**src/rtl/npcs_pkg.sv**
```systemverilog
// Shared types, constants and the color distance function for the
// nearest palette color search. No dependencies.
package npcs_pkg;

	localparam int PALETTE_ENTRIES = 256;
	localparam int IDX_W = 8;
	localparam int COMP_W = 8;
	localparam int DIST_W = 18;

	localparam logic FUNC_MATCH = 1'b0;
	localparam logic FUNC_LOAD = 1'b1;

	// word traveling down the cell row: the input item plus the running best
	typedef struct packed {
		logic valid;
		logic func;
		logic [IDX_W-1:0] idx;
		logic [COMP_W-1:0] red;
		logic [COMP_W-1:0] green;
		logic [COMP_W-1:0] blue;
		logic [DIST_W-1:0] best_dist;
		logic [IDX_W-1:0] best_idx;
	} word_t;

	function automatic logic [DIST_W-1:0] color_dist(
		input logic [COMP_W-1:0] ar,
		input logic [COMP_W-1:0] ag,
		input logic [COMP_W-1:0] ab,
		input logic [COMP_W-1:0] br,
		input logic [COMP_W-1:0] bg,
		input logic [COMP_W-1:0] bb
	);
		logic [COMP_W-1:0] dr;
		logic [COMP_W-1:0] dg;
		logic [COMP_W-1:0] db;
		logic [2*COMP_W-1:0] sr;
		logic [2*COMP_W-1:0] sg;
		logic [2*COMP_W-1:0] sb;
		dr = (ar >= br) ? ar - br : br - ar;
		dg = (ag >= bg) ? ag - bg : bg - ag;
		db = (ab >= bb) ? ab - bb : bb - ab;
		sr = (2*COMP_W)'(dr) * (2*COMP_W)'(dr);
		sg = (2*COMP_W)'(dg) * (2*COMP_W)'(dg);
		sb = (2*COMP_W)'(db) * (2*COMP_W)'(db);
		return DIST_W'(sr) + DIST_W'(sg) + DIST_W'(sb);
	endfunction

endpackage

```
**src/rtl/npcs_cell.sv**
```systemverilog
// One palette cell: holds one palette entry, captures load words addressed
// to it and folds its distance into the running best of match words.
// Depends on npcs_pkg.
module npcs_cell (
	input  logic clk,
	input  logic arst_n,
	input  logic advance,
	input  logic [npcs_pkg::IDX_W-1:0] cell_id,
	input  npcs_pkg::word_t word_in,
	output npcs_pkg::word_t word_out
);
	import npcs_pkg::*;

	logic [3*COMP_W-1:0] entry_q;
	word_t w_s1;
	word_t w_s2;
	logic [DIST_W-1:0] dist_s1;
	logic hit;

	assign hit = word_in.valid && (word_in.func == FUNC_LOAD) && (word_in.idx == cell_id);

	// entry changes as the load word passes, so earlier matches saw the old color
	always_ff @(posedge clk or negedge arst_n) begin
		if (!arst_n) begin
			entry_q <= '0;
		end else if (advance && hit) begin
			entry_q <= {word_in.red, word_in.green, word_in.blue};
		end
	end

	always_ff @(posedge clk or negedge arst_n) begin
		if (!arst_n) begin
			w_s1 <= '0;
			w_s2 <= '0;
			dist_s1 <= '0;
		end else if (advance) begin
			w_s1.valid <= word_in.valid;
			w_s1.func <= word_in.func;
			w_s1.idx <= word_in.idx;
			w_s1.red <= word_in.red;
			w_s1.green <= word_in.green;
			w_s1.blue <= word_in.blue;
			w_s1.best_dist <= word_in.best_dist;
			w_s1.best_idx <= word_in.best_idx;
			dist_s1 <= color_dist(word_in.red, word_in.green, word_in.blue,
				entry_q[3*COMP_W-1:2*COMP_W], entry_q[2*COMP_W-1:COMP_W],
				entry_q[COMP_W-1:0]);
			w_s2.valid <= w_s1.valid;
			w_s2.func <= w_s1.func;
			w_s2.idx <= w_s1.idx;
			w_s2.red <= w_s1.red;
			w_s2.green <= w_s1.green;
			w_s2.blue <= w_s1.blue;
			// strict less-than keeps the lower index on a tie
			if ((w_s1.func == FUNC_MATCH) && (dist_s1 < w_s1.best_dist)) begin
				w_s2.best_dist <= dist_s1;
				w_s2.best_idx <= cell_id;
			end else begin
				w_s2.best_dist <= w_s1.best_dist;
				w_s2.best_idx <= w_s1.best_idx;
			end
		end
	end

	assign word_out = w_s2;

	a_load_writes: assert property (@(posedge clk) disable iff (!arst_n)
		advance && hit |=> entry_q == $past({word_in.red, word_in.green, word_in.blue}))
		else $error("load word did not update its palette cell");

	a_stall_holds: assert property (@(posedge clk) disable iff (!arst_n)
		!advance |=> $stable(w_s2.valid) && $stable(w_s2.best_idx))
		else $error("cell output moved during stall");

	a_best_shrinks: assert property (@(posedge clk) disable iff (!arst_n)
		advance && w_s1.valid |=> w_s2.best_dist <= $past(w_s1.best_dist))
		else $error("running best distance grew");

	a_other_entry_kept: assert property (@(posedge clk) disable iff (!arst_n)
		!(advance && hit) |=> $stable(entry_q))
		else $error("palette entry changed without a load word");

endmodule

```
**config.mk**
```make
export PLATFORM = sky130hd
export DESIGN_NAME = npcs_cell
export DESIGN_NICKNAME = d
export VERILOG_FILES = /design/src/rtl/npcs_pkg.sv /design/src/rtl/npcs_cell.sv
export SDC_FILE = /design/constraint.sdc
export NUM_CORES = 1
export LEC_CHECK = 0
export BUFFER_PORTS_ARGS = -buffer_cell sky130_fd_sc_hd__buf_2
export CORE_MARGIN = 4
export CORE_UTILIZATION = 62
export CTS_CLUSTER_DIAMETER = 40
export DETAILED_ROUTE_END_ITERATION = 8
export PLACE_DENSITY = 0.83
export SETUP_SLACK_MARGIN = 0.1
export SLEW_MARGIN = 40
export SYNTH_ARGS = -nofsm -noshare
export SYNTH_HDL_FRONTEND = slang
export SYNTH_SLANG_ARGS = --single-unit
```
**constraint.sdc**
```tcl
create_clock -name clk -period 9.4 [get_ports clk]
set_clock_uncertainty 0.2 [all_clocks]
set_input_delay 0.94 -clock clk [delete_from_list [all_inputs] [get_ports clk]]
set_output_delay 0.94 -clock clk [all_outputs]
set_load 0.01 [all_outputs]
```
==> out/metrics.yaml, run 1 <==
sta:
  rsz0062_at_grt: "no"
  hold_violations: 0
  whs_ps: 292
  finalCritPeriodShare: 0.944
  timing.final.crit_period_ps: 8870
  slew_headroom: 0.455
  worst_pin_slew_ps: 817
  drv_slew: 0
  tns_ps: 0
  fmax_ghz: 0.113
  postLayoutSetupSlackWorst_ps: 529
  finalSetupViolations: 0
die:
  ios: 131
  core-area_um2: 22600
  die_w_um: 159
  rows: 55
  die-area_um2: 25300
  start_util: 0.628
  die_h_um: 159
drt:
  wl_per_cell_um: 16.4
  firstDrtPassIters: 5
  drt_iter0_markers: 539
  viasPerCell: 5.59
  drc_errors: 0
  ant_nets: 0
  num_vias: 10300
  routed_wl_um: 30300
cells_and_area:
  layout_commonest_cell: "inv_1"
  drive_above_1_share: 0.199
  nets: 1896
  n_antenna_cell: 0
  syn_to_final_growth_pct: 11.7
  finalInstanceArea_um2: 15800
  layout_common_cells: "inv_1 (275), dfrtp_1 (162), ha_1 (139)"
placed_design:
  dp_hpwl_um: 23000
  place_ws_ps: 176
  gp_congestion: 0.928
  port_buffers: 130
  place_area_um2: 15200
clock_tree:
  h-tree-depth: 4
  cts_buffers: 17
  root_buffer: "clkbuf_16"
  clockBufferDepth: 2
  cts.sinks: 162
  cts_hold_buffers: 0
  post-cts-setup-buffers: 0
  clkLatencyLatePin_ps: 430
  cts_tree: "built"
  path_clk_slew_ps: 70
outcome:
  status: "completed"
logic_synthesis:
  seq_area_frac_synth: 0.286
  synth_area_per_cell_um2: 10.0
  synthArstFlopShare: 1.00
  syn_area_um2: 14200
  syn_inst: 1414
  yosys_warnings: 0
  syn_nets: 1762
  synth_top_flop_cell: "dfrtp_1"
  synth_cell_types: 62
  ys_ff_latch: 162
  synth_edf_count: 0
global_route:
  use_met2: 0.442
  grt_max_degree: 95
  met1_usage: 0.312
  antenna_found_initial: 0
  grt_pass1_vias: 11100
  grt_usage: 0.249
  grt-ovfl-total: 0
  grt_use_met3: 0.0435
  grt-busiest-layer: "met2"
  grt_pass1_wl_um: 52500
setup_path:
  path_buf_inv: 9
  critPathLaunchType: "primary input"
  path_class: "primary input to register"
  cp_data_arrival_time_ps: 8980
  critical_path.top_delay_family: "adder cells"
  worstReg2RegStart: "entry_q[16]"
  cp_slowest_cell: "fa_1"
  cp_max_fo: 6
  r2r_slack_ps: 870
  ff2ff_path_depth: 29
  cp.required_ps: 9510
  critPathCaptureType: "register"
  critPathMaxStageDelay_ps: 570
  worstReg2RegEnd: "dist_s1[12]"
hold_path:
  min_path_cells: 1
  min_to: "word_out[35]"
  hold_start: "w_s1[35]"
  hold_path_class: "register to register"
job:
  maxCapViolCount: 0
cell usage after synthesis (5+ instances only):
cell type	number	area (µm²)
or2_2	14	87.6
xnor2_1	22	193
dfrtp_1	162	4050
o21bai_1	8	60.1
nor2b_1	17	106
mux2i_1	43	430
a21oi_1	63	315
o21a_1	9	67.6
nand4_1	11	68.8
o21ai_0	70	350
and3_1	8	50.1
nor3_1	7	35.0
buf_2	9	45.0
inv_1	275	1030
xor2_1	10	87.6
nand2_1	70	263
nand3_1	7	35.0
and2_1	5	31.3
nand2b_1	17	106
ha_1	139	1740
a21o_1	19	143
clkbuf_1	29	109
nor2_1	109	409
mux2_2	90	1010
fa_1	138	2760
a31oi_1	9	56.3
sequential cells by signal, indices dropped and copies added (netlist names):
name / count
w_s1: 60
entry_q: 24
word_out: 60
dist_s1: 18
kinds of logic (layout without fill, tap and decap cells):
group | Yosys count | count (layout) | synth area share
and+or+nand+nor | 274 | 274 | 0.0891
AOI/OAI and AO/OA | 214 | 214 | 0.0947
DFF | 162 | 162 | 0.286
buffers and inverters | 317 | 463 | 0.0853
adders and majority gates | 277 | 277 | 0.318
muxes | 133 | 133 | 0.102
xor gates and xnor gates | 37 | 37 | 0.0255
how the worst max path moves through the flow:
stage | cells past startpoint | from | slack (ps) | endpoint
global placement | 27 | word_in[34] | 390 | dist_s1[12]
floorplan | 26 | word_in[34] | 820 | dist_s1[12]
finish | 31 | word_in[42] | 530 | dist_s1[12]
CTS | 31 | word_in[42] | 370 | dist_s1[12]
detailed placement | 27 | word_in[34] | 180 | dist_s1[12]
global route | 29 | word_in[42] | 140 | dist_s1[17]
per-layer routing:
| layer | wire length [µm] | part of all wire | vias to the layer above |
|---|---|---|---|
| met5 | 0 | 0 | - |
| met4 | 701 | 0.023 | 0 |
| met3 | 1330 | 0.044 | 60 |
| met2 | 15800 | 0.52 | 293 |
| met1 | 12400 | 0.41 | 5135 |
| li1 | - | - | 4828 |
timing repair:
item | in CTS | in global routing
endpoints found under the setup margin | 0 | 4
hold endpoints to repair | 0 | 0
gates resized for setup | 0 | 6
metrics by stage:
step / util / cells
2_1_floorplan: - / 1414
3_3_place_gp: 0.674 / 1814
3_5_place_dp: 0.674 / 1814
4_1_cts: 0.701 / 1845
5_1_grt: 0.702 / 1845
6_report: 0.702 / 1845
area by class of cell:
cell class / count / area (µm²)
Clock buffer: 17 / 425
Clock inverter: 14 / 173
Fill cell: 1581 / 6740
Inverter: 276 / 1040
Multi-Input combinational cell: 935 / 8930
Sequential cell: 162 / 4050
Tap cell: 285 / 357
Timing Repair Buffer: 156 / 865
Power of run 1 is not shown: default switching activity piles up to over one toggle a cycle in this logic, so the estimate is an artifact.
==> inputs of run 2 (changes only) <==
- CORE_ASPECT_RATIO: default -> 0.5
==> out/metrics.yaml, run 2 (synthesized netlist as in run 1, its figures left out) <==
drt:
  drc_errors: 0  # unchanged
  wl_per_cell_um: 17.2  # +5.1%
  firstDrtPassIters: 6  # +1
  viasPerCell: 5.57  # -0.32%
  ant_nets: 0  # unchanged
  drt_iter0_markers: 1038  # +93%
  routed_wl_um: 32100  # +6.1%
  num_vias: 10400  # +0.65%
global_route:
  antenna_found_initial: 1  # +1
  grt_pass1_wl_um: 53900  # +2.6%
  grt_pass1_vias: 11100  # -0.53%
  grt_usage: 0.262  # +0.0129
  grt-ovfl-total: 0  # unchanged
  grt_max_degree: 135  # +42%
sta:
  drv_slew: 0  # unchanged
  timing.final.crit_period_ps: 8840  # -28.1 ps
  finalSetupViolations: 0  # unchanged
  tns_ps: 0  # unchanged
  slew_headroom: 0.452  # -0.00290
  fmax_ghz: 0.113  # +0.32%
  finalCritPeriodShare: 0.941  # -0.00299
  worst_pin_slew_ps: 821  # +4.35 ps
  rsz0062_at_grt: "yes"
  hold_violations: 0  # unchanged
outcome:
  status: "completed"
setup_path:
  path_class: "primary input to register"
  r2r_slack_ps: 900  # +30 ps
  worstReg2RegStart: "entry_q[16]"
  worstSetupPathDepth: 32  # +3.2%
  cp_slowest_cell: "fa_1"
  critical_path.top_delay_family: "adder cells"
  cp-startpoint: "word_in[42]"
  critPathCaptureType: "register"
  cp.required_ps: 9520  # about the same
  cp_max_fo: 13  # +7
  critPathLaunchType: "primary input"
  crit_path_end: "dist_s1[17]"
  ff2ff_path_depth: 30  # +3.4%
  cp_data_arrival_time_ps: 8970  # about the same
  worstReg2RegEnd: "dist_s1[17]"
  path_buf_inv: 10  # +1
  critPathMaxStageDelay_ps: 560  # about the same
clock_tree:
  clkLatencyLatePin_ps: 450  # +20 ps
  cts_buffers: 17  # unchanged
  h-tree-depth: 4  # unchanged
  cts_tree: "built"
  root_buffer: "clkbuf_16"
  clockBufferDepth: 2  # unchanged
  cts_hold_buffers: 0  # unchanged
  cts.sinks: 162  # unchanged
  path_clk_slew_ps: 70  # about the same
job:
  maxCapViolCount: 0  # unchanged
hold_path:
  hold_path_class: "primary input to asynchronous set/reset pin"
die:
  start_util: 0.643  # +0.0145
  die-area_um2: 25500  # +0.58%
  ios: 131  # unchanged
  rows: 38  # -31%
  core-area_um2: 22100  # -2.3%
  die_h_um: 115  # -28%
  die_w_um: 222  # +39%
cells_and_area:
  layout_common_cells: "inv_1 (274), dfrtp_1 (162), ha_1 (139)"
  n_antenna_cell: 0  # unchanged
  syn_to_final_growth_pct: 11.6  # about the same
  layout_commonest_cell: "inv_1"
  nets: 1898  # +0.11%
  drive_above_1_share: 0.199  # +0.000258
placed_design:
  dp_hpwl_um: 25700  # +12%
  gp_congestion: 0.934  # +0.68%
  port_buffers: 130  # unchanged
-- run 2: cell type report --
| cell class | count | area [µm²] |
|---|---|---|
| clock buffer | 20 | 457 |
| clock inverter | 12 | 95.1 |
| fill | 1598 | 6240 |
| inverter | 276 | 1040 |
| multi-input combinational | 935 | 8920 |
| sequential | 162 | 4050 |
| tap | 300 | 375 |
| timing repair buffer | 158 | 880 |
-- run 2: how the worst min path moves through the flow --
stage | start | to | slack [ps] | cells past startpoint
after floorplan | dist_s1[0] | dist_s1[0] | 270 | 2
after global placement | w_s1[48] | word_out[48] | 280 | 1
after detailed placement | word_out[49] | word_out[49] | 290 | 1
after CTS | arst_n | entry_q[8] | 210 | 1
after global routing | arst_n | entry_q[8] | 240 | 1
final | arst_n | w_s1[35] | 220 | 1
-- run 2: metrics by stage --
stage | setup WS, ps | instances | area [µm²] | util | hold WS, ps
floorplan | 815 | 1414 | 14200 | - | 271
global placement | 328 | 1829 | 15200 | 0.691 | 282
detailed placement | 15.0 | 1829 | 15200 | 0.691 | 290
CTS | 471 | 1861 | 15800 | 0.716 | 210
global route | 73.7 | 1863 | 15800 | 0.717 | 240
finish | 557 | 1863 | 15800 | 0.717 | 220
-- run 2: what timing repair did --
item / in CTS / in global routing
endpoints found under the setup margin: 0 / 7
buffers inserted: 0 / 2
gates resized for setup: 0 / 5
-- run 2: per-layer routing --
| metal | global-route usage | vias to the layer above | wire length [µm] |
|---|---|---|---|
| met5 | 0 | - | 12 |
| met4 | 0.0805 | 2 | 683 |
| met3 | 0.0510 | 59 | 1570 |
| met2 | 0.450 | 292 | 15800 |
| met1 | 0.345 | 5203 | 14100 |
| li1 | - | 4827 | - |
Power of run 2 is left out for the same reason.
==> inputs of run 3 (changes only) <==
- ABC_AREA: default -> 1
- SKIP_CTS_REPAIR_TIMING: default -> 1
==> out/metrics.yaml, run 3 <==
sta:
  fmax_ghz: 0.128  # +14%
  timing.final.crit_period_ps: 7790  # -1060 ps
  slew_headroom: 0.507  # +0.0548
  drv_slew: 0  # unchanged
  tns_ps: 0  # unchanged
  worst_pin_slew_ps: 739  # -82.3 ps
  finalCritPeriodShare: 0.828  # -0.112
  finalSetupViolations: 0  # unchanged
  rsz0062_at_grt: "no"
  hold_violations: 0  # unchanged
logic_synthesis:
  synth_most_common_cell: "nand2_1"
  synthAdderAreaFrac: 0.302  # -0.0154
  syn_area_um2: 14900  # +5.1%
  synthSimpleGateAreaFrac: 0.225  # +0.135
  seq_area_frac_synth: 0.272  # -0.0138
  synth_edf_count: 0  # unchanged
  synth_top_area_cell: "dfrtp_1"
  syn_nets: 2231  # +27%
  synthArstFlopShare: 1.00  # unchanged
  synth_top_family_by_area: "adder cells"
  synth_area_per_cell_um2: 7.91  # -21%
  synth.mux.area_fraction: 0  # -0.102
  synth_top_flop_cell: "dfrtp_1"
  synth_xor_area_frac: 0.0165  # -0.00905
  synth_cell_types: 44  # -29%
  synth_top_area_frac: 0.272  # -0.0138
  ys_ff_latch: 162  # unchanged
  syn_inst: 1883  # +33%
  synthTopCellsByCount: "nand2_1 (518), inv_1 (387), dfrtp_1 (162)"
  synth_area_leaders: "dfrtp_1 (27%), fa_1 (19%), nand2_1 (13%)"
  yosys_warnings: 0  # unchanged
  synth-compound-area-share: 0.0673  # -0.0274
cells_and_area:
  seq_area_um2: 4050  # unchanged
  drive_above_1_share: 0.116  # -0.0835
  layout_common_cells: "nand2_1 (518), inv_1 (386), dfrtp_1 (162)"
  fillers: 1775  # +11%
  layout_commonest_cell: "nand2_1"
  syn_to_final_growth_pct: 9.63
  n_antenna_cell: 0  # unchanged
  multi_input_area_um2: 9090  # +1.9%
  nets: 2335  # +23%
die:
  core-area_um2: 23200  # +5.3%
  start_util: 0.641  # -0.00123
  die_w_um: 227  # +2.4%
  die_h_um: 118  # +2.3%
  ios: 131  # unchanged
  rows: 39  # +2.6%
  die-area_um2: 26700  # +4.8%
clock_tree:
  clockBufferDepth: 2  # unchanged
  h-tree-depth: 4  # unchanged
  path_clk_slew_ps: 70  # about the same
  root_buffer: "clkbuf_16"
  cts_buffers: 17  # unchanged
  cts.sinks: 162  # unchanged
  cts_tree: "built"
  clkLatencyLatePin_ps: 440  # about the same
global_route:
  grt-ovfl-total: 0  # unchanged
  grt_pass1_vias: 12100  # +9.4%
  antenna_found_initial: 0  # -1
  grt_usage: 0.282  # +0.0201
  grt_max_degree: 93  # -31%
  grt_pass1_wl_um: 60500  # +12%
drt:
  drt_iter0_markers: 1142  # +10%
  ant_nets: 0  # unchanged
  routed_wl_um: 36300  # +13%
  viasPerCell: 5.36  # -3.7%
  drc_errors: 0  # unchanged
  wl_per_cell_um: 15.8  # -8.7%
  firstDrtPassIters: 6  # unchanged
  num_vias: 12400  # +19%
setup_path:
  critPathLaunchType: "primary input"
  cp_slowest_cell: "fa_1"
  critPathMaxStageDelay_ps: 550  # about the same
  cp.required_ps: 9540  # +20 ps
  path_class: "primary input to register"
  cp_data_arrival_time_ps: 7930  # -1040 ps
  cp_max_fo: 9  # -4
  crit_top_cell: "inv_1"
  critPathCaptureType: "register"
placed_design:
  port_buffers: 130  # unchanged
  dp_hpwl_um: 28800  # +12%
  gp_congestion: 1.03  # +11%
job:
  maxCapViolCount: 0  # unchanged
hold_path:
  hold_path_class: "register to register"
outcome:
  status: "completed"
[run 3: cell count changes after synthesis, moves of 17 or more]
cell	delta
nor2b_1	-17
o21ai_0	+32
a21oi_1	-21
nand2_2	+18
inv_1	+112
mux2_2	-90
nand2_1	+448
nand3_1	+95
mux2i_1	-43
[run 3: final cells by class]
type / count / share of cell area
Clock buffer: 18 / 0.0263
Clock inverter: 14 / 0.00912
Inverter: 398 / 0.0919
Multi-Input combinational cell: 1273 / 0.557
Sequential cell: 162 / 0.248
Tap cell: 307 / 0.0235
Timing Repair Buffer: 135 / 0.0441
[run 3: per-layer routing]
layer | vias to the layer above | GRT usage | share of wire
met4 | 0 | 0.0721 | 0.018
met5 | - | 0 | 0
met2 | 443 | 0.440 | 0.46
li1 | 5920 | - | -
met1 | 5962 | 0.406 | 0.45
met3 | 52 | 0.0571 | 0.072
[run 3: worst max-delay path, delay by kind of cell]
family          cells  cell delay (ps)
simple gates       12             1180
fa+ha+maj          10             4330
compound gates      3              620
buf+inv            10              850
[run 3: cells by family (layout without fill, tap and decap cells)]
kind of cell	Yosys count	in the layout
xor+xnor	28	28
buf+inv	448	565
simple gates	788	788
compound gates	180	180
flops	162	162
fa+ha+maj	277	277
[run 3: final timing paths]
path	to	cells after the start	slack, ps	startpoint
min reg2reg	word_out[38]	2	270	word_out[38]
max	dist_s1[14]	35	1610	word_in[42]
max reg2reg	dist_s1[14]	32	1930	entry_q[16]
max in group asynchronous	w_s1[25]	2	7490	arst_n
min in group asynchronous	entry_q[22]	1	330	arst_n
min	word_out[38]	2	270	word_out[38]
[run 3: per-stage QoR]
stage | instance area (µm²) | hold WS, ps | std cells | utilization | setup slack (ps)
2_1_floorplan | 14900 | 242 | 1883 | - | 1790
3_3_place_gp | 15700 | 249 | 2274 | 0.677 | 1340
3_5_place_dp | 15700 | 256 | 2274 | 0.677 | 1210
4_1_cts | 16300 | 271 | 2306 | 0.702 | 1660
5_1_grt | 16300 | 295 | 2307 | 0.703 | 1220
6_report | 16300 | 268 | 2307 | 0.703 | 1610
Power of run 3 is left out for the same reason.
